`config.mk`:
```
export PLATFORM = sky130hd
export DESIGN_NAME = patan2_front
export DESIGN_NICKNAME = d
export VERILOG_FILES = /design/src/rtl/patan2_pkg.sv /design/src/rtl/patan2_front.sv
export SDC_FILE = /design/constraint.sdc
export NUM_CORES = 1
export LEC_CHECK = 0
export BUFFER_PORTS_ARGS = -buffer_cell sky130_fd_sc_hd__buf_4
export CORE_AREA = 2 2 118 120
export DETAILED_ROUTE_END_ITERATION = 7
export DIE_AREA = 0 0 120 122
export GPL_TIMING_DRIVEN = 0
export HOLD_SLACK_MARGIN = 0.03
export PLACE_DENSITY = 0.77
export SYNTH_ARGS = -nofsm -noshare
export SYNTH_HDL_FRONTEND = slang
export SYNTH_SLANG_ARGS = --single-unit
```
`constraint.sdc`:
```
create_clock -name clk -period 5.3 [get_ports clk]
set_clock_uncertainty 0.05 [all_clocks]
set_input_delay 0.265 -clock clk [delete_from_list [all_inputs] [get_ports clk]]
set_output_delay 0.265 -clock clk [all_outputs]
set_load 0.005 [all_outputs]
```
`src/rtl/patan2_pkg.sv`:
```
// Shared types and fixed-point constants of the cubic-polynomial atan2 pipeline.
package patan2_pkg;

	// Quotient bits of the ratio r, and fraction bits of r in Q1.15.
	localparam int Q_BITS = 16;
	localparam int R_FRAC = 15;
	localparam int R2_FRAC = 2 * R_FRAC;

	// Width of the angle result.
	localparam int OUT_W = 16;

	// Widths of the Q46 inner term, its split for the partial products, and the Q61 sum.
	localparam int INNER_W = 48;
	localparam int SPLIT_W = 24;
	localparam int SUM_W = 64;

	// Largest positive r in Q1.15.
	localparam logic [Q_BITS-1:0] R_MAX = {1'b0, {R_FRAC{1'b1}}};

	// Polynomial coefficients in Q16: 0.1963 and 0.9817.
	localparam logic [13:0] COEF_CUBE = 14'd12865;
	localparam logic [15:0] COEF_LIN = 16'd64337;
	localparam logic [INNER_W-1:0] LIN_Q46 = INNER_W'(COEF_LIN) << R2_FRAC;

	// pi/4 and 3pi/4 in Q61.
	localparam logic [SUM_W-1:0] PI_1_4 = 64'h1921_FB54_442D_1846;
	localparam logic [SUM_W-1:0] PI_3_4 = 64'h4B65_F1FC_CC87_48D2;

	// Saturation limits of the angle, by magnitude.
	localparam logic [OUT_W:0] LIM_POS = (OUT_W+1)'((1 << (OUT_W - 1)) - 1);
	localparam logic [OUT_W:0] LIM_NEG = (OUT_W+1)'(1 << (OUT_W - 1));

	// Sign flags that travel with each item.
	typedef struct packed {
		logic rneg;
		logic xneg;
		logic yneg;
	} flags_t;

endpackage

```
`src/rtl/patan2_front.sv`:
```
// Front end: epsilon-biased |y|, numerator and denominator, and the divider's dividend.
module patan2_front import patan2_pkg::*; #(
	parameter int IN_WIDTH = 16
) (
	input  logic                       clk,
	input  logic                       arst_n,
	input  logic                       en,
	input  logic                       in_valid,
	input  logic signed [IN_WIDTH-1:0] vec_x,
	input  logic signed [IN_WIDTH-1:0] vec_y,
	output logic                       out_valid,
	output logic [IN_WIDTH:0]          out_rem,
	output logic [Q_BITS-1:0]          out_low,
	output logic [IN_WIDTH:0]          out_den,
	output flags_t                     out_flags
);

	localparam int N_W = IN_WIDTH + R_FRAC + 2;

	logic [2:0]                vld_s;
	logic [IN_WIDTH:0]         y_ext;
	logic [IN_WIDTH:0]         a_d;
	logic [IN_WIDTH:0]         a_s1;
	logic signed [IN_WIDTH-1:0] x_s1;
	flags_t                    fl_s1;
	logic [IN_WIDTH+1:0]       x_e;
	logic [IN_WIDTH+1:0]       a_e;
	logic [IN_WIDTH+1:0]       num_d;
	logic [IN_WIDTH+1:0]       den_d;
	logic [IN_WIDTH+1:0]       num_s2;
	logic [IN_WIDTH:0]         den_s2;
	flags_t                    fl_s2;
	logic [IN_WIDTH+1:0]       mag_d;
	logic [N_W-1:0]            n_d;
	logic [IN_WIDTH:0]         rem_s3;
	logic [Q_BITS-1:0]         low_s3;
	logic [IN_WIDTH:0]         den_s3;
	flags_t                    fl_s3;

	// Stage 1 logic: a = |y| + 1, with -y + 1 written as ~y + 2.
	assign y_ext = {vec_y[IN_WIDTH-1], vec_y};
	assign a_d = vec_y[IN_WIDTH-1] ? (~y_ext + (IN_WIDTH+1)'(2)) : (y_ext + (IN_WIDTH+1)'(1));

	// Stage 2 logic: numerator and denominator for the half plane of x.
	assign x_e = {{2{x_s1[IN_WIDTH-1]}}, x_s1};
	assign a_e = {1'b0, a_s1};
	assign num_d = fl_s1.xneg ? (x_e + a_e) : (x_e - a_e);
	assign den_d = fl_s1.xneg ? (a_e - x_e) : (x_e + a_e);

	// Stage 3 logic: dividend |num| * 2^15 + den / 2, split for the divider.
	assign mag_d = num_s2[IN_WIDTH+1] ? (~num_s2 + (IN_WIDTH+2)'(1)) : num_s2;
	assign n_d = N_W'({mag_d[IN_WIDTH:0], {R_FRAC{1'b0}}}) + N_W'(den_s2[IN_WIDTH:1]);

	// Valid bits of the three stages.
	always_ff @(posedge clk or negedge arst_n) begin
		if (!arst_n) begin
			vld_s <= '0;
		end else if (en) begin
			vld_s <= {vld_s[1:0], in_valid};
		end
	end

	// Stage payload registers.
	always_ff @(posedge clk) begin
		if (en) begin
			a_s1 <= a_d;
			x_s1 <= vec_x;
			fl_s1.rneg <= 1'b0;
			fl_s1.xneg <= vec_x[IN_WIDTH-1];
			fl_s1.yneg <= vec_y[IN_WIDTH-1];

			num_s2 <= num_d;
			den_s2 <= den_d[IN_WIDTH:0];
			fl_s2 <= fl_s1;

			rem_s3 <= n_d[N_W-1:Q_BITS];
			low_s3 <= n_d[Q_BITS-1:0];
			den_s3 <= den_s2;
			fl_s3.rneg <= num_s2[IN_WIDTH+1];
			fl_s3.xneg <= fl_s2.xneg;
			fl_s3.yneg <= fl_s2.yneg;
		end
	end

	assign out_valid = vld_s[2];
	assign out_rem = rem_s3;
	assign out_low = low_s3;
	assign out_den = den_s3;
	assign out_flags = fl_s3;

	// The divider needs its starting remainder below the divisor.
	a_rem_below_den: assert property (@(posedge clk) disable iff (!arst_n)
		out_valid |-> (out_rem < out_den))
		else $error("dividend start remainder not below divisor");

endmodule

```
==> results.ini <==
[run_status]
status = finished, final reports clean

[synth]
synth_warnings = 0
synthTopCellsByArea = edfxtp_1, ha_1, xnor2_1
netlist_area_sq_mm = 0.00743
yosys.area.top_type = edfxtp_1
synth-edff-count = 108
synth_seq_cells = 111
syn_nets = 826
synth_seq_area_share_pct = 44.6
synth_ff_type = edfxtp_1
synthArstFlopShare_pct = 2.70
avgSynthCellArea_sq_um = 10.2
ys_types = 68
synth_cells = 726
synth_most_common_cell = edfxtp_1
yosys.area.top_type_share_pct = 43.6
synthTopCellsByCount = edfxtp_1, ha_1, inv_1

[clocking]
clockRootBuffer = clkbuf_16
cts_tree = yes
numCtsBuffers = 9
h-tree-depth = 3
cts_sinks = 111
postCtsSetupRepairBufs = 0
cts_buffer_depth = 2
cts-resized-gates = 0
clk_latency_ns = 0.36
path_clk_slew_ns = 0.07
hold_buffers = 14

[setup_path]
critPathMaxStageDelay_ns = 0.82
path_class = flop to flop
critical_path.top_delay_family = compound AO/OA/AOI/OAI gates
reg2reg_to = den_s2[15]
end_kind = flop
required_ns = 5.35
rr_worst_depth = 9
crit_fanout = 5
reg2reg_setup_slack_ns = 1.78
startpoint_type = flop
cpMaxStageDelayCell = o41ai_1
cp_cell_sequence = inv_1, ha_1, nor2b_1, o221ai_1, a21oi_1, a211oi_1, o41ai_1, o211ai_1, xor2_1
r2r-start = a_s1[1]
arrival_ns = 3.57
cp_num_buf_inv = 1

[routing]
wl_per_cell_um = 16.9
drt_wl_total_um = 17400
via_count = 5730
drtAntennaViolNets = 0
drcViolationCount = 0
drt-pass1-iter-count = 5
first_iter_violations = 393
viasPerCell = 5.59

[timing]
min_period_over_period_pct = 66.5
fmax_mhz = 284
rsz0062_at_grt = no
worstMarginPinSlew_ns = 0.868
post-route-min-period_ns = 3.52
drv_slew = 0
fin_setup_tns_ns = 0
slew_headroom_pct = 41.4
hold_viol = 0
setup_ws_ns = 1.78
finalSetupViolCount = 0

[placement]
placedInstanceArea_sq_mm = 0.00832
dp_cells = 994
port_buffers = 88
dp_hpwl_um = 13200
gp_congestion = 0.891
post-place-ws_ns = 1.95

[finish]
antennaDiodeCount = 0
design_area_sq_mm = 0.00881
multi_input_area_sq_mm = 0.00366
finalNonFillerCells = 1025
syn_to_final_growth_pct = 18.5
fillCellCount = 1079
seq_area_sq_mm = 0.00332
layout-drive-gt1-share_pct = 16.8
post-route-util_pct = 65.2
nets = 940

[global_routing]
grtUsageTotal_pct = 24.2
overflow = 0
grt_antenna_before_repair = 0
grt_pass1_vias = 5523
grt_pass1_wl_um = 27500
grt_max_degree = 112

[floorplan]
dieArea_sq_mm = 0.0146
core_area_sq_mm = 0.0135
die_h_um = 122
die-width_um = 120
rows = 43
start_util_pct = 55.1
pin_count = 90

[hold_path]
min_path_cells = 1
min_to = x_s1[1]
hp-start = vec_x[1]
hp-class = primary input to flop

[power_and_ir_drop]
peakVddDrop_uv = 153
power.leakage_nw = 3.57
powerDensity_mw_per_mm2 = 335

[flow_run]
cap_violations = 0

[state kept, by name (all words and copies together), names as in the netlist]
register   flops
out_flags      3
out_den        2
fl_s2          2
num_s2        18
fl_s1          1
a_s1          17
den_s2        16
out_rem       17
vld_s          3
out_low       16
x_s1          16
[cell families (layout without fill, tap and decap cells)]
logic type,Yosys count,count (layout),synth area share [%]
buf+inv,102,221,6.09
simple gates,191,191,12.8
fa+ha+maj,64,64,11.1
mux,11,11,1.55
xor+xnor,72,72,8.58
flops,111,111,44.6
other cells,1,1,0.0504
compound gates,174,174,15.3
[cells in the final DEF, fill, tap and decap left out, drive strengths merged, types with 7 or more instances in the layout]
master       count
o21ai           45
nand4            8
nand2b          11
nor4             7
buf            112
nor3            19
o21bai           8
a211oi           9
xnor2           45
edfxtp         108
nor2b           12
a21oi           50
nand3           15
o31ai            7
o41ai            8
clkbuf          32
nand2           43
or3              7
xor2            27
dlygate4sd3     14
ha              61
inv             59
nor2            50
mux2i            7
[metal layers]
| metal | part of all wire, % | GRT usage (%) | up-vias |
|---|---|---|---|
| met5 | 0 | 0 | - |
| met4 | 2.5 | 10.5 | 0 |
| met3 | 4.3 | 2.39 | 31 |
| met2 | 50 | 43.1 | 183 |
| met1 | 43 | 30.1 | 2713 |
| li1 | - | - | 2803 |
[power by group]
part | internal, mW | switching (mW) | leakage [nW]
Combinational | 0.426 | 0.542 | 2.32
Sequential | 1.16 | 0.0816 | 1.09
Clock | 0.421 | 0.313 | 0.154
Total | 2.01 | 0.936 | 3.57
[area by class of cell]
class	instances	share of cell area, %
inverter	58	2.47
clock buffer	11	2.64
tap	180	2.56
multi-input combinational	513	41.6
sequential	111	37.7
buffer	44	2.67
timing repair buffer	103	9.40
clock inverter	5	1.02
[how the worst max path moves through the flow]
| stage | end | cells after the start | from |
|---|---|---|---|
| global placement | den_s2[15] | 9 | a_s1[1] |
| global route | den_s2[15] | 9 | a_s1[1] |
| CTS | den_s2[15] | 9 | a_s1[1] |
| finish | den_s2[15] | 9 | a_s1[1] |
| detailed placement | den_s2[15] | 9 | a_s1[1] |
| floorplan | out_rem[15] | 10 | num_s2[1] |
[stage by stage]
stage | total power [mW] | hold WS, ns
floorplan | 1.87 | -0.0806
global placement | 2.18 | 0.00276
detailed placement | 2.21 | 0.00590
CTS | 2.95 | 0.0329
global route | 3.11 | 0.0329
finish | 2.95 | 0.0401
[worst reg2reg max path, delay by kind of cell (launching register included)]
kind	cells	cell delay [ns]
compound gates	5	1.83
xor+xnor	1	0.18
fa+ha+maj	1	0.35
buf+inv	1	0.15
flops	1	0.53
simple gates	1	0.18
Power figures use the tool's default switching activity.
