--- src/rtl/patan2_pkg.sv ---
// Shared types and fixed-point constants of the cubic-polynomial atan2 pipeline.
package patan2_pkg;

	// Quotient bits of the ratio r, and fraction bits of r in Q1.15.
	localparam int Q_BITS = 16;
	localparam int R_FRAC = 15;
	localparam int R2_FRAC = 2 * R_FRAC;

	// Width of the angle result.
	localparam int OUT_W = 16;

	// Widths of the Q46 inner term, its split for the partial products, and the Q61 sum.
	localparam int INNER_W = 48;
	localparam int SPLIT_W = 24;
	localparam int SUM_W = 64;

	// Largest positive r in Q1.15.
	localparam logic [Q_BITS-1:0] R_MAX = {1'b0, {R_FRAC{1'b1}}};

	// Polynomial coefficients in Q16: 0.1963 and 0.9817.
	localparam logic [13:0] COEF_CUBE = 14'd12865;
	localparam logic [15:0] COEF_LIN = 16'd64337;
	localparam logic [INNER_W-1:0] LIN_Q46 = INNER_W'(COEF_LIN) << R2_FRAC;

	// pi/4 and 3pi/4 in Q61.
	localparam logic [SUM_W-1:0] PI_1_4 = 64'h1921_FB54_442D_1846;
	localparam logic [SUM_W-1:0] PI_3_4 = 64'h4B65_F1FC_CC87_48D2;

	// Saturation limits of the angle, by magnitude.
	localparam logic [OUT_W:0] LIM_POS = (OUT_W+1)'((1 << (OUT_W - 1)) - 1);
	localparam logic [OUT_W:0] LIM_NEG = (OUT_W+1)'(1 << (OUT_W - 1));

	// Sign flags that travel with each item.
	typedef struct packed {
		logic rneg;
		logic xneg;
		logic yneg;
	} flags_t;

endpackage

--- src/rtl/patan2_poly.sv ---
// Cubic polynomial in r, quadrant base, rounding and saturation of the angle.
module patan2_poly import patan2_pkg::*; #(
	parameter int ANGLE_FRAC_BITS = 13
) (
	input  logic              clk,
	input  logic              arst_n,
	input  logic              en,
	input  logic              in_valid,
	input  logic [Q_BITS-1:0] in_q,
	input  flags_t            in_flags,
	output logic              out_valid,
	output logic [OUT_W-1:0]  angle
);

	localparam int SH = 61 - ANGLE_FRAC_BITS;
	localparam int RW = SUM_W - SH;
	localparam int EW = (RW > OUT_W + 1) ? RW : OUT_W + 1;
	localparam logic [SUM_W-1:0] HALF = SUM_W'(1) << (SH - 1);

	logic [8:0]                      vld_s;
	logic [Q_BITS-1:0]               r_d;
	logic signed [Q_BITS-1:0]        r_s1;
	flags_t                          fl_s1;
	logic signed [2*Q_BITS-1:0]      sq_d;
	logic signed [Q_BITS-1:0]        r_s2;
	logic [R2_FRAC:0]                r2_s2;
	flags_t                          fl_s2;
	logic [R2_FRAC+14:0]             cube_d;
	logic [INNER_W-1:0]              inner_d;
	logic signed [INNER_W-1:0]       inner_s3;
	logic signed [Q_BITS-1:0]        r_s3;
	flags_t                          fl_s3;
	logic signed [SPLIT_W+Q_BITS:0]  pl_d;
	logic signed [INNER_W-SPLIT_W+Q_BITS-1:0] ph_d;
	logic signed [SPLIT_W+Q_BITS:0]  pl_s4;
	logic signed [INNER_W-SPLIT_W+Q_BITS-1:0] ph_s4;
	flags_t                          fl_s4;
	logic [SUM_W-1:0]                p_s5;
	flags_t                          fl_s5;
	logic [SUM_W-1:0]                sum_s6;
	logic                            yneg_s6;
	logic [SUM_W-1:0]                mag_s7;
	logic                            sgn_s7;
	logic [SUM_W-1:0]                rsum_d;
	logic [RW-1:0]                   rnd_s8;
	logic                            sgn_s8;
	logic [EW-1:0]                   rnd_ext;
	logic [EW-1:0]                   lim;
	logic [EW-1:0]                   capped;
	logic [OUT_W:0]                  cap_n;
	logic [OUT_W:0]                  neg_n;
	logic [OUT_W-1:0]                angle_s9;

	// Stage 1 logic: signed r in Q1.15, positive side saturated.
	assign r_d = in_flags.rneg ? (~in_q + Q_BITS'(1)) : (in_q[Q_BITS-1] ? R_MAX : in_q);

	// Stage 2 logic: r squared, exact in Q30.
	assign sq_d = r_s1 * r_s1;

	// Stage 3 logic: inner term 0.1963 r^2 - 0.9817 in Q46, always negative.
	assign cube_d = COEF_CUBE * r2_s2;
	assign inner_d = INNER_W'(cube_d) - LIN_Q46;

	// Stage 4 logic: inner times r as two partial products.
	assign pl_d = $signed({1'b0, inner_s3[SPLIT_W-1:0]}) * r_s3;
	assign ph_d = $signed(inner_s3[INNER_W-1:SPLIT_W]) * r_s3;

	// Stage 8 logic: round the magnitude half up to the output fraction.
	assign rsum_d = mag_s7 + HALF;

	// Stage 9 logic: saturate by magnitude, then apply the sign.
	assign rnd_ext = EW'(rnd_s8);
	assign lim = sgn_s8 ? EW'(LIM_NEG) : EW'(LIM_POS);
	assign capped = (rnd_ext > lim) ? lim : rnd_ext;
	assign cap_n = capped[OUT_W:0];
	assign neg_n = ~cap_n + (OUT_W+1)'(1);

	// Valid bits of the nine stages.
	always_ff @(posedge clk or negedge arst_n) begin
		if (!arst_n) begin
			vld_s <= '0;
		end else if (en) begin
			vld_s <= {vld_s[7:0], in_valid};
		end
	end

	// Stage payload registers.
	always_ff @(posedge clk) begin
		if (en) begin
			r_s1 <= r_d;
			fl_s1 <= in_flags;

			r_s2 <= r_s1;
			r2_s2 <= sq_d[R2_FRAC:0];
			fl_s2 <= fl_s1;

			inner_s3 <= inner_d;
			r_s3 <= r_s2;
			fl_s3 <= fl_s2;

			pl_s4 <= pl_d;
			ph_s4 <= ph_d;
			fl_s4 <= fl_s3;

			p_s5 <= {ph_s4, {SPLIT_W{1'b0}}} +
				{{(SUM_W-SPLIT_W-Q_BITS-1){pl_s4[SPLIT_W+Q_BITS]}}, pl_s4};
			fl_s5 <= fl_s4;

			sum_s6 <= (fl_s5.xneg ? PI_3_4 : PI_1_4) + p_s5;
			yneg_s6 <= fl_s5.yneg;

			mag_s7 <= sum_s6[SUM_W-1] ? (~sum_s6 + SUM_W'(1)) : sum_s6;
			sgn_s7 <= sum_s6[SUM_W-1] ^ yneg_s6;

			rnd_s8 <= rsum_d[SUM_W-1:SH];
			sgn_s8 <= sgn_s7;

			angle_s9 <= sgn_s8 ? neg_n[OUT_W-1:0] : cap_n[OUT_W-1:0];
		end
	end

	assign out_valid = vld_s[8];
	assign angle = angle_s9;

	// The inner term stays below zero for every r.
	a_inner_neg: assert property (@(posedge clk) disable iff (!arst_n)
		vld_s[2] |-> inner_s3[INNER_W-1])
		else $error("inner polynomial term not negative");

endmodule

--- config.mk ---
export PLATFORM = sky130hd
export DESIGN_NAME = patan2_poly
export DESIGN_NICKNAME = d
export VERILOG_FILES = /design/src/rtl/patan2_pkg.sv /design/src/rtl/patan2_poly.sv
export SDC_FILE = /design/constraint.sdc
export NUM_CORES = 2
export LEC_CHECK = 0
export BUFFER_PORTS_ARGS = -buffer_cell sky130_fd_sc_hd__buf_2
export CORE_MARGIN = 2
export CORE_UTILIZATION = 55
export CTS_CLUSTER_SIZE = 24
export DETAILED_ROUTE_END_ITERATION = 6
export GPL_ROUTABILITY_DRIVEN = 0
export GPL_TIMING_DRIVEN = 0
export PLACE_DENSITY_LB_ADDON = 0.1
export SLEW_MARGIN = 20
export SYNTH_ARGS = -nofsm -noshare
export SYNTH_HDL_FRONTEND = slang
export SYNTH_SLANG_ARGS = --single-unit
--- constraint.sdc ---
create_clock -name clk -period 10.83 [get_ports clk]
set_input_delay 0.5415 -clock clk [delete_from_list [all_inputs] [get_ports clk]]
set_output_delay 0.5415 -clock clk [all_outputs]
set_load 0.01 [all_outputs]
==> run_results.csv <==
group,metric,value,unit
run_status,status,"finished, violations left",
run_status,violations,"DRC",
die,die_area,107000,um^2
job,cap_violations,0,
grt,use_met3,5.19,%
grt,grt_pass1_wl,225000,um
cts,cts_hold_repair.buffers,1,
cts,cts_resized,0,
cts,cts_tree,"built",
sta,final_hold_viol_count,0,
placed_design,port_buffers,39,
sta,worstMarginPinSlew,1.18,ns
grt,track_usage,27.1,%
drt,first_iter_violations,2771,
grt,met1_usage,35.5,%
min_path,hp-class,"in2reg",
die,io_pins,40,
setup_path,reg2reg_to,"ph_s4[35]$_DFFE_PP_",
drt,routed_wl,139000,um
setup_path,cp.required,11.20,ns
cts,root_buffer,"clkbuf_16",
final_layout,layout-drive-gt1-share,2.78,%
die,start_util,55.5,%
setup_path,cp_max_fo,10,
drt,vias,39191,
logic_synthesis,async_flop_share,2.24,%
logic_synthesis,synth_seq_cells,401,
placed_design,pre_cts_slack,2.02,ns
sta,setup_viol,0,
logic_synthesis,synth_edf_count,392,
sta,fin_crit,8.77,ns
grt,grt_pass1_vias,41238,
logic_synthesis,ys_warn_count,0,
die,placement_rows,118,
die,core,103000,um^2
logic_synthesis,seq_area_frac_synth,20.9,%
setup_path,criticalPathCategory,"reg2reg",
grt,grt_busiest_layer,"met2",
logic_synthesis,synthFlopType,"edfxtp_1",
placed_design,hpwl,114000,um
logic_synthesis,synth_area,57400,um^2
setup_path,start_kind,"flip-flop",
cts,cts-htree-levels,2,
final_layout,fill_cells,9028,
drt,viasPerCell,5.41,
grt,grt_overflow,0,
setup_path,cp.arrival,9.14,ns
sta,skew,0.0437,ns
drt,drc,2,
drt,wl_per_cell,19.1,um
sta,rsz0062_at_grt,"false",
grt,antenna_found_initial,12,
sta,setup-tns-final,0,ns
logic_synthesis,synth_cells,5731,
sta,maxSlewHeadroom,21.2,%
cts,clkLatencyLatePin,0.64,ns
setup_path,rr_worst_depth,25,
cts,path_clk_slew,0.06,ns
final_layout,final_util,59.0,%
setup_path,startpoint,"r_s3[4]$_DFFE_PP_",
final_layout,area_growth,6.41,%
setup_path,r2r_slack,2.06,ns
sta,fmax,114,MHz
setup_path,crit_path_end,"ph_s4[35]$_DFFE_PP_",
logic_synthesis,syn_area_per_cell,10.0,um^2
sta,fin_ws,2.06,ns
min_path,hold_depth,1,
final_layout,instances_no_fill,7247,
placed_design,place_inst,7160,
cts,cts_buffers,47,
final_layout,final_nets,7390,
cts,cts_buffer_depth,3,
cts,clock_sinks,401,
drt,postRouteAntennaNets,0,
sta,period_share,81.0,%
die,fp.dieH,327,um
grt,grt_max_degree,108,
logic_synthesis,synth_cell_type_count,78,
setup_path,cp-end-kind,"flip-flop",
die,die_x,327,um
sta,slew_violations,0,
grt,use_met2,45.0,%
drt,dr.pass1.iters,7,
cts,cts_setup_buffers,0,
setup_path,rr_startpoint,"r_s3[4]$_DFFE_PP_",
-- worst max-delay path: stages, from the launching register on --
cell	delay, ns
edfxtp_1	0.31
clkbuf_1	0.72
clkbuf_1	0.85
nand2_1	0.19
fa_1	0.59
inv_1	0.05
fa_1	0.48
inv_1	0.05
fa_1	0.52
inv_1	0.06
fa_1	0.49
fa_1	0.49
inv_1	0.05
fa_1	0.47
inv_1	0.04
ha_1	0.34
a21o_1	0.18
a21o_1	0.18
a2111oi_0	0.56
o31ai_1	0.12
and3_1	0.20
a211oi_2	0.61
o311ai_1	0.36
a31o_2	0.31
a21oi_1	0.16
xnor2_1	0.11
-- stage by stage --
stage / hold slack [ns] / instance area [um^2]
2_1_floorplan: 0.246 / 57400
3_3_place_gp: 0.396 / 59400
3_5_place_dp: 0.399 / 59500
4_1_cts: 0.0594 / 61100
5_1_grt: 0.0746 / 61100
6_report: 0.0971 / 61100
-- placed cells by master, fill, tap and decap left out, drive strengths merged, types with 31 or more instances in the layout --
master / synthesis / routed
a21o: 94 / 94
a21oi: 184 / 184
a31oi: 38 / 38
and2: 362 / 362
buf: 4 / 47
clkbuf: 163 / 214
edfxtp: 392 / 392
fa: 963 / 963
ha: 574 / 574
inv: 1303 / 1305
nand2: 558 / 558
nand2b: 49 / 49
nand3: 48 / 48
nor2: 203 / 203
nor3: 51 / 51
o21a: 31 / 31
o21ai: 113 / 113
xnor2: 202 / 202
xor2: 74 / 74
-- registers in the layout (all words and copies together) (netlist names) --
name / count
p_s5: 64
sum_s6: 64
inner_s3: 46
pl_s4: 41
ph_s4: 39
r2_s2: 29
mag_s7: 17
angle: 16
r_s1: 16
r_s2: 16
rnd_s8: 16
r_s3: 15
vld_s: 9
fl_s1: 2
fl_s2: 2
fl_s3: 2
fl_s4: 2
fl_s5: 2
sgn_s7: 1
sgn_s8: 1
yneg_s6: 1
-- per-layer routing --
layer | routed length [um] | part of all wire (%)
met5 | 56 | 0.040
met4 | 5850 | 4.2
met3 | 9880 | 7.1
met2 | 65100 | 47
met1 | 57800 | 42
-- worst min-delay path by stage --
stage / from / endpoint / slack (ns)
final: in_flags[0] / fl_s1[0]$_DFFE_PP_ / 0.1
after global routing: in_flags[0] / fl_s1[0]$_DFFE_PP_ / 0.07
after CTS: in_flags[0] / fl_s1[0]$_DFFE_PP_ / 0.06
after detailed placement: arst_n / vld_s[0]$_DFFE_PN0P_ / 0.40
after global placement: arst_n / vld_s[7]$_DFFE_PN0P_ / 0.40
after floorplan: arst_n / vld_s[0]$_DFFE_PN0P_ / 0.25
-- kinds of logic after synthesis --
group / synth area share, %
buf+inv: 9.61
mux: 0.264
other cells: 0.0131
fa+ha+maj: 46.1
simple gates: 12.0
compound gates: 6.92
flops: 20.9
xor+xnor: 4.21
-- cells in the mapped netlist (all sizes together), types with 28 or more instances --
master,instances,area share (%)
ha,574,13
nor2,203,1.3
nand2,558,3.6
fa,963,34
clkbuf,163,1.1
nand3,48,0.42
a31oi,38,0.41
o21ai,113,0.98
xnor2,202,3.1
a21oi,184,1.6
a21o,94,1.2
xor2,74,1.1
nand2b,49,0.53
nor3,51,0.45
edfxtp,392,21
inv,1303,8.5
nor2b,28,0.31
o21a,31,0.41
and2,362,3.9
-- area by class of cell --
class | instances | area [um^2] | area share [%]
Buffer | 167 | 639 | 1.05
Tap cell | 1380 | 1730 | 2.83
Clock inverter | 34 | 380 | 0.623
Timing Repair Buffer | 44 | 325 | 0.532
Sequential cell | 401 | 12000 | 19.6
Antenna cell | 1 | 2.50 | 0.00410
Clock buffer | 51 | 1210 | 1.98
Inverter | 1303 | 4890 | 8.01
Multi-Input combinational cell | 3866 | 39900 | 65.3
Power is not shown: default switching activity piles up to over one toggle a cycle in this logic, so the estimate is an artifact.
