--- src/rtl/patan2_pkg.sv ---
// Shared types and fixed-point constants of the cubic-polynomial atan2 pipeline.
package patan2_pkg;

	// Quotient bits of the ratio r, and fraction bits of r in Q1.15.
	localparam int Q_BITS = 16;
	localparam int R_FRAC = 15;
	localparam int R2_FRAC = 2 * R_FRAC;

	// Width of the angle result.
	localparam int OUT_W = 16;

	// Widths of the Q46 inner term, its split for the partial products, and the Q61 sum.
	localparam int INNER_W = 48;
	localparam int SPLIT_W = 24;
	localparam int SUM_W = 64;

	// Largest positive r in Q1.15.
	localparam logic [Q_BITS-1:0] R_MAX = {1'b0, {R_FRAC{1'b1}}};

	// Polynomial coefficients in Q16: 0.1963 and 0.9817.
	localparam logic [13:0] COEF_CUBE = 14'd12865;
	localparam logic [15:0] COEF_LIN = 16'd64337;
	localparam logic [INNER_W-1:0] LIN_Q46 = INNER_W'(COEF_LIN) << R2_FRAC;

	// pi/4 and 3pi/4 in Q61.
	localparam logic [SUM_W-1:0] PI_1_4 = 64'h1921_FB54_442D_1846;
	localparam logic [SUM_W-1:0] PI_3_4 = 64'h4B65_F1FC_CC87_48D2;

	// Saturation limits of the angle, by magnitude.
	localparam logic [OUT_W:0] LIM_POS = (OUT_W+1)'((1 << (OUT_W - 1)) - 1);
	localparam logic [OUT_W:0] LIM_NEG = (OUT_W+1)'(1 << (OUT_W - 1));

	// Sign flags that travel with each item.
	typedef struct packed {
		logic rneg;
		logic xneg;
		logic yneg;
	} flags_t;

endpackage

--- src/rtl/patan2_obuf.sv ---
// Two-entry output buffer that decouples the pipeline from the result channel.
module patan2_obuf import patan2_pkg::*; (
	input  logic             clk,
	input  logic             arst_n,
	input  logic             push,
	input  logic [OUT_W-1:0] push_angle,
	output logic             full,
	output logic             out_valid,
	input  logic             out_ready,
	output logic [OUT_W-1:0] out_angle
);

	logic             head_v_q;
	logic             spare_v_q;
	logic [OUT_W-1:0] head_q;
	logic [OUT_W-1:0] spare_q;
	logic             pop;

	assign pop = head_v_q & out_ready;
	assign full = head_v_q & spare_v_q;

	// Occupancy: the head refills from the spare entry first.
	always_ff @(posedge clk or negedge arst_n) begin
		if (!arst_n) begin
			head_v_q <= 1'b0;
			spare_v_q <= 1'b0;
		end else if (!head_v_q || pop) begin
			head_v_q <= spare_v_q | push;
			spare_v_q <= spare_v_q & push;
		end else if (push) begin
			spare_v_q <= 1'b1;
		end
	end

	// Data of the two entries.
	always_ff @(posedge clk) begin
		if (!head_v_q || pop) begin
			if (spare_v_q) begin
				head_q <= spare_q;
				if (push) begin
					spare_q <= push_angle;
				end
			end else if (push) begin
				head_q <= push_angle;
			end
		end else if (push) begin
			spare_q <= push_angle;
		end
	end

	assign out_valid = head_v_q;
	assign out_angle = head_q;

	// Results leave in order: the spare entry is only used behind a full head.
	a_spare_behind_head: assert property (@(posedge clk) disable iff (!arst_n)
		spare_v_q |-> head_v_q)
		else $error("spare entry valid with empty head");

	// The pipeline never delivers into a full buffer.
	a_no_push_full: assert property (@(posedge clk) disable iff (!arst_n)
		full |-> !push)
		else $error("result pushed into full output buffer");

endmodule

--- config.mk ---
export PLATFORM = sky130hd
export DESIGN_NAME = patan2_obuf
export DESIGN_NICKNAME = d
export VERILOG_FILES = /design/src/rtl/patan2_pkg.sv /design/src/rtl/patan2_obuf.sv
export SDC_FILE = /design/constraint.sdc
export NUM_CORES = 1
export LEC_CHECK = 0
export BUFFER_PORTS_ARGS = -buffer_cell sky130_fd_sc_hd__buf_2
export CAP_MARGIN = 20
export CORE_ASPECT_RATIO = 0.6
export CORE_UTILIZATION = 29
export DETAILED_ROUTE_END_ITERATION = 8
export PLACE_DENSITY_LB_ADDON = 0.2
export SLEW_MARGIN = 10
export SYNTH_ARGS = -nofsm -noshare
export SYNTH_HDL_FRONTEND = slang
export SYNTH_SLANG_ARGS = --single-unit
export TNS_END_PERCENT = 30
--- constraint.sdc ---
create_clock -name clk -period 5.2 [get_ports clk]
set_clock_uncertainty 0.2 [all_clocks]
set_input_delay 0.26 -clock clk [delete_from_list [all_inputs] [get_ports clk]]
set_output_delay 0.26 -clock clk [all_outputs]
set_load 0.005 [all_outputs]
==> metrics.md, run 1 <==
| Metric | Value |
|---|---|
| Outcome | finished, final reports clean |
| CTS tree | done |
| First-pass GRT wire length | between 3000 and 4000 µm |
| DR vias/cell | 4.01 |
| Wirelength, routed | approximately 2200 µm |
| Final GP Congestion | 0.594 |
| Max Clk Rate | 0.396 GHz |
| Max transition margin | 28.8% |
| Routed Antenna Nets | 0 |
| WP buf/inv | 0 |
| Fillers | 415 |
| Final setup fails | 0 |
| Worst setup margin | between 2 and 3 ns |
| CP max-delay cell | dfrtp_1 |
| Startpoint types | flip-flop |
| WL/cell | around 12 µm |
| Power per standard cell area | 336 nW/µm² |
| Share of cells above drive strength 1 | 54.2% |
| Synth Area in Simple Gates | under 10% |
| CP endpoint kind | flip-flop |
| Core Rows | 18 |
| Largest net degree at the start of global routing | 21 |
| Port-buffer cells | 37 |
| Post-synthesis compound-gate area fraction | less than 1% |
| Largest family of logic cells by synthesized area | multiplexers |
| 1st-iter DRT viols | 14 |
| Register area share after synthesis | ~76% |
| DR vias | 713 |
| Post-Synth XOR/XNOR Area | 0% |
| Post-synthesis adder-cell area fraction | 0.851% |
| Vias in the first global route | roughly 750 |
| Period minus WS final | ~2.5 ns |
| Synth unique cells | 10 |
| Crit Path Max Fanout | 20 |
| CORE AREA | about 4200 µm² |
| Post-Syn Instances | around 60 |
| Post-synthesis net count | around 80 |
| Final Cell Area | around 1800 µm² |
| Measured slew at the worst slew-check pin | between 1 and 1.5 ns |
| VDD IR max | between 0.1 and 0.15 mV |
| GRT Util Overall | between 10% and 20% |
| Syn avg cell area | 22.4 µm² |
| CTS resizes | 0 |
| Top delay family on crit path | flip-flops |
| CP Class | reg2reg |
| Root buffer cell | clkbuf_8 |
| I/O pins | 38 |
| Multiplexer share of the synthesized area | between 10% and 20% |
| Final period utilization | about half |
| DIE AREA | roughly 4800 µm² |
| Critical path data arrival time | approximately 2.2 ns |
| Synth Register Bits | 34 |
| Most frequent cells in the layout | buf_2, edfxtp_1, dlygate4sd3_1 |
| DR pass1 iterations | 2 |
| P_leak | 0.734 nW |
| Drt drc | 0 |
| Initial antenna violation count | 0 |
| Die X | between 80 and 90 µm |
| Most common cell after layout, fill and taps aside | buf_2 |
| Max Slew Vio Count | 0 |
| Detailed placement HPWL | 1400 µm |
| Nets@finish | approximately 140 |
| Clock Path Buffers | 2 |
| Worst path required time | between 4 and 5 ns |
| RSZ-0062 raised after global routing | no |
| Worst-path cell chain | nor2_1, nor2_2 |
| Yosys warnings | 0 |
| Worst-path clk slew | approximately 0.060 ns |
| Placed cell areas | 1560 µm² |
| Starting density of the core | 31.2% |
| Hold WC Path Type | in2reg |
| Die Y | 54.3 µm |
| CTS buffer count | 5 |
| Fin. Hold Viols | 0 |
| Pre-CTS WS | roughly 2.6 ns |
| Max Cap Viol | 0 |
| H-tree depth | 2 |
| Gr ovfl total | 0 |
| Setup TNS | 0 ns |
| Clock latency on the worst-skew pair | between 0.2 and 0.3 ns |
| Area Growth Syn to Fin | 37.0% |
| Syn Std Cell Area | between 1000 and 1500 µm² |
| Clk sinks | 34 |
| Ant diodes | 0 |
| CP max stage delay | around 1.1 ns |
-- worst register-to-register path, cell delays in order, from the launching register on --
cell and delay (ns):
dfrtp_1 1.05, nor2_1 0.18, nor2_2 0.72
-- sequential cells by signal, summed over array words and instances (netlist names) --
signal / count
spare_v_q: 1
out_valid: 1
spare_q: 16
out_angle: 16
-- where the power goes --
part / internal, W / leakage, nW / total, W / switching (W)
Clock: 0.0000898 / 0.0438 / 0.000181 / 0.0000908
Combinational: 0.0000526 / 0.362 / 0.0000812 / 0.0000286
Sequential: 0.000332 / 0.328 / 0.000347 / 0.0000153
-- layer usage --
| layer | track usage (%) | vias up | routed length (µm) | share of wire [%] |
|---|---|---|---|---|
| met5 | 0 | - | 0 | 0 |
| met4 | 3.97 | 0 | 0 | 0 |
| met3 | 4.83 | 0 | 145 | 6.6 |
| met2 | 15.4 | 25 | 898 | 41 |
| met1 | 13.6 | 346 | 1140 | 52 |
| li1 | - | 342 | - | - |
-- metrics by stage --
| stage | total power, W | util [%] | hold slack (ns) | std cells |
|---|---|---|---|---|
| 2_1_floorplan | 0.000396 | - | -0.236 | 59 |
| 3_3_place_gp | 0.000425 | 36.9 | -0.152 | 154 |
| 3_5_place_dp | 0.000427 | 36.9 | -0.149 | 154 |
| 4_1_cts | 0.000619 | 42.8 | 0.0416 | 178 |
| 5_1_grt | 0.000642 | 42.8 | 0.0583 | 178 |
| 6_report | 0.000609 | 42.8 | 0.0580 | 178 |
-- repair_timing --
| item | CTS | global route |
|---|---|---|
| hold endpoints to repair | 18 | 0 |
| setup buffers | 0 | 0 |
| hold buffers | 17 | 0 |
-- path summary, 6_finish.rpt --
check / startpoint / endpoint / slack, ns / cells past startpoint
setup / recovery: spare_v_q / out_angle[2] / 2.67 / 2
hold / removal: push / out_valid / 0.06 / 3
setup reg to reg: spare_v_q / out_angle[2] / 2.67 / 2
hold reg to reg: spare_q[7] / out_angle[7] / 0.35 / 1
max in group asynchronous: arst_n / out_valid / 4.61 / 2
min in group asynchronous: arst_n / spare_v_q / 0.09 / 2
-- synthesized netlist by cell type --
cell | count | area share [%]
and2_2 | 1 | 0.57
mux2_4 | 16 | 18
dfrtp_1 | 2 | 3.8
nand2b_1 | 1 | 0.47
edfxtp_1 | 32 | 73
nor2b_2 | 1 | 0.66
o21a_1 | 1 | 0.57
nor2_1 | 2 | 0.57
buf_6 | 2 | 1.7
maj3_2 | 1 | 0.85
-- cell type report --
class / instances / area (µm²) / share of cell area [%]
Sequential cell: 34 / 1010 / 55.8
Multi-Input combinational cell: 23 / 292 / 16.1
Tap cell: 60 / 75.1 / 4.14
Clock inverter: 2 / 10.0 / 0.552
Clock buffer: 5 / 68.8 / 3.80
Timing Repair Buffer: 54 / 355 / 19.6
-- cell families after synthesis --
family	Yosys count
AO/OA/AOI/OAI	1
flip-flops	34
AND/OR/NAND/NOR	5
buffers and inverters	2
multiplexers	16
adder cells (fa/ha/maj)	1
No activity file was read; power rests on OpenSTA's default activity.
==> run 2: changes to the inputs <==
Clock period 5.2 ns to 2.6 ns, I/O delays scaled along.
==> metrics.md, run 2 (synthesized netlist as in run 1, its figures left out) <==
| Metric | Value |
|---|---|
| CP Class | reg2reg |
| Crit Path Max Fanout | 11 (-45%) |
| CP endpoint kind | flip-flop |
| Hold WC Path Type | in2reg |
| Fillers | 415 (unchanged) |
| WL/cell | 12.4 µm (+1.1%) |
| Most frequent cells in the layout | buf_2, edfxtp_1, dlygate4sd3_1 |
| Worst path required time | 2.38 ns (-2.52 ns) |
| CTS buffer count | 5 (unchanged) |
| Max transition margin | 81.3% (+52 points) |
| Measured slew at the worst slew-check pin | 0.280 ns (-0.787 ns) |
| Initial antenna violation count | 0 (unchanged) |
| Ant diodes | 0 (unchanged) |
| Hold_ws | 0.139 ns (+0.0807 ns) |
| Placed cell areas | 1610 µm² (+2.9%) |
| Area Growth Syn to Fin | 43.1% |
| Clk sinks | 34 (unchanged) |
| DIE AREA | 4840 µm² (unchanged) |
| CORE AREA | 4230 µm² (unchanged) |
| Final GP Congestion | 0.625 (+5.3%) |
| Nets@finish | 147 (+6.5%) |
| Most common cell after layout, fill and taps aside | buf_2 |
| Vias in the first global route | 749 (+0.54%) |
| Max Clk Rate | 0.599 GHz (+51%) |
| DR pass1 iterations | 2 (unchanged) |
| Gr ovfl total | 0 (unchanged) |
| First-pass GRT wire length | 3690 µm (+6.6%) |
| Period minus WS final | 1.67 ns (-0.855 ns) |
| H-tree depth | 2 (unchanged) |
| Final setup fails | 0 (unchanged) |
| I/O pins | 38 (unchanged) |
| Sequential cell area | 1010 µm² (unchanged) |
| Share of cells above drive strength 1 | 54.7% (+0.45 points) |
| CTS tree | done |
| DR vias/cell | 3.92 (-2.1%) |
| Largest net degree at the start of global routing | 12 (-43%) |
| Core Rows | 18 (unchanged) |
| RSZ-0062 raised after global routing | no |
| 1st-iter DRT viols | 24 (+10) |
| Max Cap Viol | 0 (unchanged) |
| Power per standard cell area | 656 nW/µm² (+95%) |
| Final Cell Area | 1890 µm² (+4.5%) |
| Area of the multi-input gates | 292 µm² (unchanged) |
| Detailed placement HPWL | 1600 µm (+14%) |
| Critical path data arrival time | 1.45 ns (-0.78 ns) |
| Routed Antenna Nets | 0 (unchanged) |
| Root buffer cell | clkbuf_8 |
| VDD IR max | 0.256 mV (+89%) |
| Startpoint types | flip-flop |
| Wirelength, routed | 2330 µm (+6.8%) |
| Max Slew Vio Count | 0 (unchanged) |
| Final period utilization | 64.3% (+16 points) |
| Port-buffer cells | 37 (unchanged) |
| Worst-path clk slew | 0.07 ns (about the same) |
| Setup TNS | 0 ns (unchanged) |
| GRT Util Overall | 11.2% (+0.66 points) |
| Outcome | finished, final reports clean |
| Clock latency on the worst-skew pair | 0.27 ns (about the same) |
| Starting density of the core | 31.2% (unchanged) |
| P_leak | 0.772 nW (+5.2%) |
| DR vias | 737 (+3.4%) |
| Die X | 89.2 µm (unchanged) |
| Drt drc | 0 (unchanged) |
| Clock Path Buffers | 2 (unchanged) |
| Fin. Hold Viols | 0 (unchanged) |
| Die Y | 54.3 µm (unchanged) |
## run 2: through the flow
stage	cells	power [W]	utilization [%]	setup slack [ns]
2_1_floorplan	59	0.000793	-	0.706
3_3_place_gp	160	0.000865	38.0	0.997
3_5_place_dp	160	0.000867	38.0	0.932
4_1_cts	188	0.00126	44.7	0.911
5_1_grt	188	0.00131	44.7	0.816
6_report	188	0.00124	44.7	0.929
## run 2: metal layers
metal / track usage, % / wire length (µm) / vias to the layer above
li1: - / - / 362
met1: 15.6 / 1260 / 347
met2: 15.1 / 925 / 26
met3: 4.98 / 137 / 2
met4: 3.97 / 9 / 0
met5: 0 / 0 / -
## run 2: cell type report
| type | count | area share (%) |
|---|---|---|
| sequential | 34 | 53.4 |
| tap | 60 | 3.97 |
| timing repair buffer | 63 | 22.7 |
| multi-input combinational | 23 | 15.4 |
| clock buffer | 5 | 3.64 |
| clock inverter | 3 | 0.859 |
## run 2: path summary, 6_finish.rpt
path / slack [ns] / cells past startpoint / end / startpoint
setup / recovery: 0.93 / 3 / spare_q[11] / spare_v_q
hold / removal: 0.14 / 3 / spare_v_q / out_ready
setup reg to reg: 0.93 / 3 / spare_q[11] / spare_v_q
hold reg to reg: 0.35 / 1 / out_angle[10] / spare_q[10]
max in group asynchronous: 1.57 / 3 / spare_v_q / arst_n
min in group asynchronous: 0.50 / 3 / out_valid / arst_n
## run 2: critical path, stage by stage, from the launching register on
cell	delay, ns
dfrtp_1	0.50
buf_4	0.30
o21a_1	0.18
buf_4	0.20
## run 2: power by group
group / leakage (nW) / switching [W] / total (W) / internal [W]
combinational: 0.402 / 0.0000760 / 0.000195 / 0.000119
sequential: 0.328 / 0.0000165 / 0.000680 / 0.000664
clock: 0.0416 / 0.000184 / 0.000367 / 0.000183
total: 0.772 / 0.000276 / 0.00124 / 0.000965
## run 2: what timing repair did
| action | CTS | global route |
|---|---|---|
| hold buffers | 20 | 0 |
| endpoints found under the hold margin | 36 | 0 |
| gates resized for setup | 0 | 0 |
| buffers inserted | 0 | 0 |
