==> config.mk <==
export PLATFORM = sky130hd
export DESIGN_NAME = patan2_div
export DESIGN_NICKNAME = d
export VERILOG_FILES = /design/src/rtl/patan2_pkg.sv /design/src/rtl/patan2_div.sv
export SDC_FILE = /design/constraint.sdc
export NUM_CORES = 1
export LEC_CHECK = 0
export BUFFER_PORTS_ARGS = -buffer_cell sky130_fd_sc_hd__buf_4
export CELL_PAD_IN_SITES_DETAIL_PLACEMENT = 1
export CELL_PAD_IN_SITES_GLOBAL_PLACEMENT = 1
export CORE_UTILIZATION = 57
export DETAILED_ROUTE_END_ITERATION = 16
export GPL_ROUTABILITY_DRIVEN = 0
export GPL_TIMING_DRIVEN = 0
export PLACE_DENSITY = 0.81
export SETUP_SLACK_MARGIN = 0.5
export SYNTH_ARGS = -nofsm -noshare
export SYNTH_HDL_FRONTEND = slang
export SYNTH_SLANG_ARGS = --single-unit
export TNS_END_PERCENT = 100
==> constraint.sdc <==
create_clock -name clk -period 5.4 [get_ports clk]
set_input_delay 1.08 -clock clk [delete_from_list [all_inputs] [get_ports clk]]
set_output_delay 1.08 -clock clk [all_outputs]
set_load 0.1 [all_outputs]
==> src/rtl/patan2_pkg.sv <==
// Shared types and fixed-point constants of the cubic-polynomial atan2 pipeline.
package patan2_pkg;

	// Quotient bits of the ratio r, and fraction bits of r in Q1.15.
	localparam int Q_BITS = 16;
	localparam int R_FRAC = 15;
	localparam int R2_FRAC = 2 * R_FRAC;

	// Width of the angle result.
	localparam int OUT_W = 16;

	// Widths of the Q46 inner term, its split for the partial products, and the Q61 sum.
	localparam int INNER_W = 48;
	localparam int SPLIT_W = 24;
	localparam int SUM_W = 64;

	// Largest positive r in Q1.15.
	localparam logic [Q_BITS-1:0] R_MAX = {1'b0, {R_FRAC{1'b1}}};

	// Polynomial coefficients in Q16: 0.1963 and 0.9817.
	localparam logic [13:0] COEF_CUBE = 14'd12865;
	localparam logic [15:0] COEF_LIN = 16'd64337;
	localparam logic [INNER_W-1:0] LIN_Q46 = INNER_W'(COEF_LIN) << R2_FRAC;

	// pi/4 and 3pi/4 in Q61.
	localparam logic [SUM_W-1:0] PI_1_4 = 64'h1921_FB54_442D_1846;
	localparam logic [SUM_W-1:0] PI_3_4 = 64'h4B65_F1FC_CC87_48D2;

	// Saturation limits of the angle, by magnitude.
	localparam logic [OUT_W:0] LIM_POS = (OUT_W+1)'((1 << (OUT_W - 1)) - 1);
	localparam logic [OUT_W:0] LIM_NEG = (OUT_W+1)'(1 << (OUT_W - 1));

	// Sign flags that travel with each item.
	typedef struct packed {
		logic rneg;
		logic xneg;
		logic yneg;
	} flags_t;

endpackage

==> src/rtl/patan2_div.sv <==
// Pipelined restoring divider: one quotient bit of r per stage.
module patan2_div import patan2_pkg::*; #(
	parameter int IN_WIDTH = 16
) (
	input  logic              clk,
	input  logic              arst_n,
	input  logic              en,
	input  logic              in_valid,
	input  logic [IN_WIDTH:0] in_rem,
	input  logic [Q_BITS-1:0] in_low,
	input  logic [IN_WIDTH:0] in_den,
	input  flags_t            in_flags,
	output logic              out_valid,
	output logic [Q_BITS-1:0] out_q,
	output flags_t            out_flags
);

	logic              vld_s [Q_BITS];
	logic [IN_WIDTH:0] rem_s [Q_BITS];
	logic [Q_BITS-1:0] low_s [Q_BITS];
	logic [IN_WIDTH:0] den_s [Q_BITS];
	logic [Q_BITS-1:0] q_s   [Q_BITS];
	flags_t            fl_s  [Q_BITS];

	for (genvar i = 0; i < Q_BITS; i++) begin : g_stage
		logic                vld_in;
		logic [IN_WIDTH:0]   rem_in;
		logic [Q_BITS-1:0]   low_in;
		logic [IN_WIDTH:0]   den_in;
		logic [Q_BITS-1:0]   q_in;
		flags_t              fl_in;
		logic [IN_WIDTH+1:0] trial;
		logic [IN_WIDTH+1:0] diff;
		logic                ge;

		// Stage input comes from the port or from the previous stage.
		if (i == 0) begin : g_first
			assign vld_in = in_valid;
			assign rem_in = in_rem;
			assign low_in = in_low;
			assign den_in = in_den;
			assign q_in = '0;
			assign fl_in = in_flags;
		end else begin : g_next
			assign vld_in = vld_s[i-1];
			assign rem_in = rem_s[i-1];
			assign low_in = low_s[i-1];
			assign den_in = den_s[i-1];
			assign q_in = q_s[i-1];
			assign fl_in = fl_s[i-1];
		end

		// Shift in the next dividend bit, then compare and subtract.
		assign trial = {rem_in, low_in[Q_BITS-1]};
		assign diff = trial - {1'b0, den_in};
		assign ge = (trial >= {1'b0, den_in});

		always_ff @(posedge clk or negedge arst_n) begin
			if (!arst_n) begin
				vld_s[i] <= 1'b0;
			end else if (en) begin
				vld_s[i] <= vld_in;
			end
		end

		always_ff @(posedge clk) begin
			if (en) begin
				rem_s[i] <= ge ? diff[IN_WIDTH:0] : trial[IN_WIDTH:0];
				low_s[i] <= {low_in[Q_BITS-2:0], 1'b0};
				den_s[i] <= den_in;
				q_s[i] <= {q_in[Q_BITS-2:0], ge};
				fl_s[i] <= fl_in;
			end
		end
	end

	assign out_valid = vld_s[Q_BITS-1];
	assign out_q = q_s[Q_BITS-1];
	assign out_flags = fl_s[Q_BITS-1];

	// With |num| <= den the rounded quotient never exceeds one in Q1.15.
	a_q_bound: assert property (@(posedge clk) disable iff (!arst_n)
		out_valid |-> (out_q <= Q_BITS'(1 << R_FRAC)))
		else $error("divider quotient above one");

endmodule

==> results of run 1 <==
registers in the layout, indices dropped and copies added (netlist names):
register,count
rem_s,255
g_stage.vld_in,15
out_valid,1
fl_s,48
low_s,120
den_s,255
q_s,136
power groups by stage:
stage / registers, mW / clock network [mW] / logic (mW)
finish: 9.93 / 5.93 / 10.3
floorplan: 9.69 / 0 / 7.40
detailed placement: 10.0 / 0 / 10.0
global route: 10.0 / 6.25 / 11.2
CTS: 9.92 / 6.04 / 10.2
global placement: 10.0 / 0 / 9.26
worst paths after layout:
check | start | end | slack [ns] | depth (start not counted)
worst max-delay path | den_s[7][0]$_DFFE_PP_ | rem_s[8][11]$_DFFE_PP_ | 0.85 | 12
worst min-delay path | arst_n | g_stage[11].vld_in$_DFFE_PN0P_ | 0.29 | 1
worst max register to register | den_s[7][0]$_DFFE_PP_ | rem_s[8][11]$_DFFE_PP_ | 0.85 | 12
worst min register to register | q_s[1][4]$_DFFE_PP_ | q_s[1][21]$_DFFE_PP_ | 0.39 | 0
max in group asynchronous | arst_n | g_stage[15].vld_in$_DFFE_PN0P_ | 4.93 | 1
min in group clk | q_s[1][4]$_DFFE_PP_ | q_s[1][21]$_DFFE_PP_ | 0.39 | 0
metal layers:
metal / global-route usage [%] / vias up / wire (um)
li1: - / 11700 / -
met1: 28.6 / 12400 / 35200
met2: 50.2 / 557 / 50700
met3: 3.53 / 249 / 3200
met4: 13.0 / 0 / 4310
met5: 0 / - / 0
cell type report:
class	instances	share of cell area, %
flip-flops and latches	830	54.9
repair buffers	82	1.64
inverters	338	2.80
well taps	940	2.60
clock buffers	111	5.15
multi-input cells	1842	31.4
plain buffers	40	0.420
clock inverters	51	1.05
cell families after synthesis:
kind of cell,Yosys count,synth area share (%)
adders and majority gates,287,9.14
AOI/OAI and AO/OA,685,10.6
muxes,192,5.37
and+or+nand+nor,473,5.54
buffers and inverters,378,3.60
xor gates and xnor gates,205,4.43
DFF,830,61.3
cell usage after synthesis, types with 5 or more instances:
library cell,count
nor2b_1,23
nor4_1,5
mux2i_1,13
fa_1,15
nor2_1,146
o211ai_1,11
buf_2,8
nand2b_1,19
edfxtp_1,814
a21o_1,93
a31oi_1,26
nand2_1,119
nor3_1,32
or2_2,11
a2111oi_0,5
clkbuf_1,23
xor2_1,73
inv_1,338
nand4_1,40
a41o_1,5
mux2_2,171
dfrtp_1,16
xnor2_1,132
nand3_1,26
ha_1,272
o21a_1,25
and3_1,10
nand3b_1,6
o31ai_1,12
a21boi_0,10
o21ai_1,10
o21bai_1,37
a211oi_1,25
a311o_1,6
or3_1,21
mux2_4,8
o21ai_0,130
o31a_1,10
and2_1,10
a21oi_1,241
==> summary.txt, run 1 <==
Outcome
  • Outcome: finished clean

Clocking
  • Clk sinks: 830
  • Depth of the CTS H-tree: 3
  • Hold Buf Count CTS: 0
  • Number of CTS-inserted buffers: 89
  • Post-CTS Setup Bufs: 0
  • Maximum clock path buffer count: 3
  • Worst-path clk slew: 0.06 ns
  • Clock Latency Late Sink: 0.65 ns
  • Post-CTS sizing: 0
  • CTS tree: yes
  • Root Buffer: clkbuf_16

Floorplan
  • Core area: 70100 um^2
  • Die span in x: 269 um
  • I/O pins: 77
  • Starting Density: 57.8%
  • Row count: 97
  • Die area: 72200 um^2
  • Die Span Y: 269 um

Placed design
  • DP Wirelength: 67700 um
  • I/O Buffers: 76
  • Placed cell area: 42400 um^2
  • Place WS: 0.876 ns
  • Placed Cells: 4072

Yosys
  • Syn Area/Cell: 13.3 um^2
  • Most used DFF post-synth: edfxtp_1
  • Syn Nets: 3394
  • Syn Inst Count: 3050
  • Share of the synthesized area in the top cell type: 60.3%
  • Seq/Total Area, Yosys: 61.3%
  • Top cells by area, synth: edfxtp_1 (60%), ha_1 (8.4%), mux2_2 (4.8%)
  • Count of cell types in the netlist: 69
  • Synth Warn #: 0
  • Post-synth top area cell: edfxtp_1
  • Post-synthesis register bit count: 830
  • Fraction of registers with async set/reset: 1.93%
  • Post-synth EDFFs: 814
  • Synth Cell Area: 40500 um^2

Layout
  • Register area: 24800 um^2
  • Fillers: 6796
  • Cell area after layout: 45200 um^2
  • Fin util: 64.5%
  • P&R area growth vs syn: 11.7%
  • Share of cells above drive strength 1: 12.5%
  • Multi-input gate area: 14200 um^2
  • Cell Count, Final, Fillers Out: 4234
  • Final nets: 3567
  • Commonest non-fill, non-tap cell in the layout: edfxtp_1
  • Most frequent cells in the layout: edfxtp_1 (814), inv_1 (338), ha_1 (272)
  • Number of antenna diodes: 0

STA
  • RSZ-0062 raised after global routing: false
  • Setup TNS: 0 ns
  • Peak Freq: 220 MHz
  • Max Clock Skew: 0.0321 ns
  • Hold Fails Final Rpt: 0
  • Max transition margin: 17.2%
  • Worst-Margin Slew: 1.24 ns
  • WHS: 0.288 ns
  • Tcrit/Tclk final: 84.3%
  • Post-route setup slack: 0.849 ns
  • Final min period: 4.55 ns
  • Endpoints failing setup: 0
  • Final Slew Violations: 0

Setup path
  • Slowest cell on crit path: a2111oi_0
  • Crit-path cells: ha_1 > inv_1 > fa_1 > a21oi_1 > o21ai_1 > a2111oi_0 > o311ai_1 > o21ai_0 > nand2_1 > buf_2 > buf_1 > a21oi_1
  • CP delay by family, top: compound AO/OA/AOI/OAI gates
  • Critical path arrival: 4.99 ns
  • Critical path's most frequent cell: a21oi_1
  • Critical Path Max Stage Delay: 0.81 ns
  • Max Fanout on Critical Path: 10
  • Crit. End Element: register
  • CP Buf/Inv Count: 3
  • CP startpoint kind: register
  • WS Path Type: reg2reg
  • WP data required: 5.84 ns

Route
  • DR iter-0 viols: 1423
  • Pre-antenna DRT Iters: 5
  • DRC viols: 0
  • Drt wl/cell: 22.1 um
  • Vias/cell: 5.87
  • Total Routed Length: 93500 um
  • Antenna Nets Post-Route: 0
  • Vias: 24900

Flow run
  • Max Cap Viol: 0

Power and ir drop
  • Worst VDD drop: 0.321 mV
  • Switching share of power: 35.2%
  • Sw power: 9.21 mW
  • Sequential share of power: 38.0%
  • Pwr per Cell Area: 578 nW/um^2
  • Total power: 26.1 mW
  • Clk pwr share: 22.7%
  • Combinational fraction of design power: 39.3%
  • Static leakage: 18.1 nW
  • Cell internal pwr: 16.9 mW

GRT
  • Vias in the first global route: 27600
  • GRT Total Usage: 26.4%
  • GRT overflow: 0
  • Global-route wire length before repair: 148000 um
  • Largest net degree at the start of global routing: 143
  • Initial antenna violation count: 0

Hold path
  • HP Class: in2async
(Power assumes the default switching activity.)
==> run 2, diff against run 1 <==
CORE_UTILIZATION = 48   (was 57)
PLACE_DENSITY = 0.73   (was 0.81)
clock period = 3.8 ns   (was 5.4 ns; I/O delays follow)
==> summary.txt, run 2 (synthesis gave the netlist of run 1 again) <==
Outcome
  • Outcome: finished clean

Setup path
  • Critical path's most frequent cell: inv_2
  • Slowest cell on crit path: edfxtp_1
  • Max Fanout on Critical Path: 6
  • WP data required: 4.19 ns
  • Crit. End Element: register
  • CP delay by family, top: compound AO/OA/AOI/OAI gates
  • Critical path arrival: 3.79 ns
  • WS Path Type: reg2reg
  • Critical Path Max Stage Delay: 0.38 ns
  • CP Buf/Inv Count: 5
  • CP startpoint kind: register
  • Crit-path cells: inv_2 > ha_4 > inv_2 > fa_2 > a21o_1 > a221o_1 > a21oi_4 > o21ai_4 > o21ai_2 > a31oi_1 > a2111o_1 > buf_6 > buf_12 > buf_8 > mux2_4

STA
  • Worst-Margin Slew: 0.876 ns
  • Max Clock Skew: 0.0241 ns
  • Peak Freq: 295 MHz
  • Max transition margin: 41.5%
  • RSZ-0062 raised after global routing: true
  • Tcrit/Tclk final: 89.2%
  • WHS: 0.301 ns
  • Final Slew Violations: 0
  • Hold Fails Final Rpt: 0
  • Endpoints failing setup: 0
  • Final min period: 3.39 ns

Clocking
  • Root Buffer: clkbuf_16
  • Clk sinks: 830
  • Number of CTS-inserted buffers: 91
  • Maximum clock path buffer count: 3
  • CTS tree: yes
  • Depth of the CTS H-tree: 3
  • Worst-path clk slew: 0.06 ns
  • Clock Latency Late Sink: 0.65 ns

Layout
  • P&R area growth vs syn: 15.3%
  • Register area: 24800 um^2
  • Number of antenna diodes: 0
  • Fillers: 8158
  • Most frequent cells in the layout: edfxtp_1 (814), inv_1 (332), ha_1 (270)
  • Cell area after layout: 46700 um^2
  • Share of cells above drive strength 1: 17.1%
  • Biggest regs: den_s (255), rem_s (255), q_s (136)
  • Final nets: 3625
  • Multi-input gate area: 14700 um^2
  • Commonest non-fill, non-tap cell in the layout: edfxtp_1

Power and ir drop
  • Pwr per Cell Area: 822 nW/um^2
  • Static leakage: 18.6 nW
  • Worst VDD drop: 0.382 mV

Route
  • Drt wl/cell: 20.0 um
  • Antenna Nets Post-Route: 0
  • Total Routed Length: 88500 um
  • DR iter-0 viols: 1365
  • DRC viols: 0
  • Vias: 24500
  • Vias/cell: 5.53
  • Pre-antenna DRT Iters: 5

Placed design
  • I/O Buffers: 76
  • Placed cell area: 42700 um^2
  • DP Wirelength: 63400 um

GRT
  • GRT overflow: 0
  • Global-route wire length before repair: 140000 um
  • Largest net degree at the start of global routing: 126
  • Vias in the first global route: 26900
  • Initial antenna violation count: 0
  • GRT Total Usage: 20.6%

Floorplan
  • Core area: 83600 um^2
  • Row count: 106
  • Die span in x: 293 um
  • Die area: 85600 um^2
  • I/O pins: 77
  • Starting Density: 48.5%
  • Die Span Y: 293 um

Hold path
  • HP Class: in2reg

Flow run
  • Max Cap Viol: 0
-- run 2: cell count changes in the layout (fill, tap and decap cells not counted), moves of 9 or more --
cell      previous run  this run
mux2_2             171       154
mux2_4               8        25
a211oi_1            25        15
fa_1                15         6
buf_4               79       122
fa_2                 0         9
a21oi_2              0        24
clkbuf_1            44        21
a21oi_1            241       217
o21ai_0            130       117
-- run 2: layout make-up --
cell class	instances	share of cell area, %
Sequential cell	830	53.2
Multi-Input combinational cell	1842	31.6
Clock buffer	113	5.30
Tap cell	1080	2.89
Timing Repair Buffer	138	2.72
Inverter	338	2.72
Clock inverter	49	0.839
Buffer	40	0.766
-- run 2: layer usage --
layer  GRT usage, %  share of wire [%]
met2           39.1                 54
met4           7.79                3.4
met3           2.97                3.0
met5              0                  0
met1           23.3                 40
-- run 2: power breakdown --
| group | switching (mW) | leakage, nW | internal [mW] |
|---|---|---|---|
| logic | 8.56 | 9.10 | 7.35 |
| registers | 1.09 | 8.13 | 12.9 |
| clock network | 3.50 | 1.38 | 4.99 |
| total | 13.2 | 18.6 | 25.2 |
-- run 2: path summary, 6_finish.rpt --
path	from	to	slack [ns]	cells after the start
worst max register to register	low_s[1][14]$_DFFE_PP_	rem_s[2][12]$_DFFE_PP_	0.41	15
worst min-delay path	in_low[13]	low_s[0][13]$_DFFE_PP_	0.30	1
min in group asynchronous	arst_n	g_stage[14].vld_in$_DFFE_PN0P_	0.52	2
worst max-delay path	low_s[1][14]$_DFFE_PP_	rem_s[2][12]$_DFFE_PP_	0.41	15
max in group asynchronous	arst_n	g_stage[7].vld_in$_DFFE_PN0P_	3.11	2
worst min register to register	low_s[7][7]$_DFFE_PP_	low_s[8][8]$_DFFE_PP_	0.41	0
-- run 2: stage by stage --
step	setup WS (ns)	cells	TNS (ns)	power (mW)	util, %
6_report	0.409	4430	0	38.4	55.9
5_1_grt	0.320	4430	0	40.6	55.9
4_1_cts	0.290	4411	0	38.1	55.5
3_5_place_dp	-0.524	4213	-25.17	28.3	51.0
3_3_place_gp	-5.20	4206	-3889.00	27.5	50.8
2_1_floorplan	0.504	3050	0	24.3	-
-- run 2: what timing repair did --
| item | CTS | global route |
|---|---|---|
| hold buffers | 1 | 0 |
| setup buffers | 33 | 18 |
| gates resized for setup | 147 | 69 |
| cloned | 2 | 1 |
| pin swaps | 39 | 35 |
| hold endpoints to repair | 16 | 0 |
| endpoints found under the setup margin | 241 | 205 |
==> run 3, diff against run 2 <==
RECOVER_POWER = 50   (was not set)
SLEW_MARGIN = 20   (was not set)
==> summary.txt, run 3 (synthesis gave the netlist of run 1 again) <==
Outcome
  • Outcome: finished with violations
  • Failing checks: max-capacitance violations, max-slew violations

Power and ir drop
  • Clk pwr share: 22.6%
  • Pwr per Cell Area: 824 nW/um^2
  • Worst VDD drop: 0.387 mV
  • Switching share of power: 34.2%
  • Combinational fraction of design power: 41.1%
  • Total power: 38.5 mW
  • Cell internal pwr: 25.3 mW
  • Static leakage: 18.6 nW
  • Sw power: 13.2 mW
  • Sequential share of power: 36.3%

Setup path
  • Max Fanout on Critical Path: 8
  • Beginning of the critical path: low_s[4][14]$_DFFE_PP_
  • FF-to-FF path depth: 14
  • Reg2reg start: low_s[4][14]$_DFFE_PP_
  • WS Path Type: reg2reg
  • Critical path arrival: 3.73 ns
  • R2R setup slack: 0.46 ns
  • WP data required: 4.19 ns
  • CP startpoint kind: register
  • Worst R2R End: rem_s[5][3]$_DFFE_PP_
  • Crit. End Element: register

Floorplan
  • Starting Density: 48.5%
  • Core area: 83600 um^2
  • I/O pins: 77
  • Die Span Y: 293 um
  • Die area: 85600 um^2
  • Row count: 106
  • Die span in x: 293 um

Layout
  • Most frequent cells in the layout: edfxtp_1 (814), inv_1 (333), ha_1 (269)
  • Cell Count, Final, Fillers Out: 4435
  • Fin util: 55.9%
  • Final nets: 3625
  • Commonest non-fill, non-tap cell in the layout: edfxtp_1
  • Share of cells above drive strength 1: 16.7%
  • Biggest regs: den_s (255), rem_s (255), q_s (136)
  • P&R area growth vs syn: 15.3%
  • Number of antenna diodes: 0

Route
  • DR iter-0 viols: 1095
  • Vias: 24600
  • DR WL met2: 46400 um
  • WL met3: 2430 um
  • DRT met1 WL: 34700 um
  • Total Routed Length: 87000 um
  • Antenna Nets Post-Route: 0
  • DRC viols: 0
  • Pre-antenna DRT Iters: 5
  • DR top layer: met4
  • Vias/cell: 5.54
  • Drt wl/cell: 19.6 um

GRT
  • Global-route wire length before repair: 139000 um
  • GRT Total Usage: 20.4%
  • Initial antenna violation count: 0
  • Largest net degree at the start of global routing: 110
  • GRT overflow: 0
  • Vias in the first global route: 26900

Placed design
  • I/O Buffers: 76
  • Place WS: -0.566 ns
  • Placed Cells: 4214
  • DP Wirelength: 63300 um

Hold path
  • HP Class: in2reg
  • Hold Startpoint: in_low[10]
  • Worst Hold End: low_s[0][10]$_DFFE_PP_
  • Hold Path Cell Cnt: 1

STA
  • Post-route setup slack: 0.464 ns
  • Max transition margin: -24.3%
  • Tcrit/Tclk final: 87.8%
  • Setup TNS: 0 ns
  • Final Slew Violations: 147
  • Hold Fails Final Rpt: 0
  • Endpoints failing setup: 0
  • RSZ-0062 raised after global routing: true
  • Max Clock Skew: 0.0224 ns
  • Worst-Margin Slew: 1.86 ns
  • Peak Freq: 300 MHz
  • Final min period: 3.34 ns

Clocking
  • CTS tree: yes
  • Clk sinks: 830
  • Depth of the CTS H-tree: 3
  • Worst-path clk slew: 0.06 ns
  • Number of CTS-inserted buffers: 90
  • Clock Latency Late Sink: 0.65 ns
  • Maximum clock path buffer count: 3
  • Root Buffer: clkbuf_16

Flow run
  • Max Cap Viol: 2
run 3: per-layer routing:
layer	vias to the layer above	global-route usage (%)
met4	0	9.13
li1	11800	-
met2	377	38.0
met5	-	0
met3	205	2.57
met1	12200	23.2
run 3: stage by stage:
step           hold slack [ns]  area, um^2
3_5_place_dp             0.405       42700
6_report                 0.308       46700
5_1_grt                  0.283       46700
3_3_place_gp             0.400       42500
2_1_floorplan            0.400       40500
4_1_cts                  0.234       46400
run 3: worst max-delay path by stage:
stage / cells after the start / endpoint / slack, ns
floorplan: 13 / rem_s[0][10]$_DFFE_PP_ / 0.50
global placement: 4 / g_stage[14].vld_in$_DFFE_PN0P_ / -5.20
detailed placement: 13 / rem_s[5][12]$_DFFE_PP_ / -0.57
CTS: 14 / rem_s[5][3]$_DFFE_PP_ / 0.27
global route: 14 / rem_s[5][3]$_DFFE_PP_ / 0.35
finish: 14 / rem_s[5][3]$_DFFE_PP_ / 0.46
run 3: final cells by class:
cell class	instances	area [um^2]
multi-input combinational	1842	14700
tap	1080	1350
fill	8189	36800
clock buffer	109	2340
inverter	338	1270
clock inverter	57	617
sequential	830	24800
buffer	40	338
timing repair buffer	139	1230
run 3: worst max-delay path: stages, from the launching register on:
cell,delay [ns]
edfxtp_1,0.50
inv_2,0.13
ha_4,0.14
inv_2,0.03
fa_2,0.36
a211oi_4,0.27
o21ai_2,0.11
a21o_1,0.21
o21ai_2,0.16
o21ai_2,0.09
o211a_1,0.24
a2111oi_4,0.20
buf_6,0.18
buf_12,0.14
mux2_4,0.30
run 3: timing repair:
| action | in CTS | in global routing |
|---|---|---|
| pin swaps | 37 | 41 |
| endpoints found under the hold margin | 16 | 0 |
| gates resized for setup | 135 | 67 |
| gates cloned | 2 | 1 |
| hold buffers | 1 | 0 |
| setup endpoints to repair | 242 | 210 |
| buffers inserted | 31 | 20 |
run 3: power groups by stage:
stage	registers (mW)	logic, mW	clock network, mW
after global routing	14.2	17.3	9.29
after CTS	14.0	15.3	8.97
after floorplan	13.8	10.5	0
after detailed placement	14.1	14.1	0
final	14.0	15.8	8.72
after global placement	14.2	13.3	0
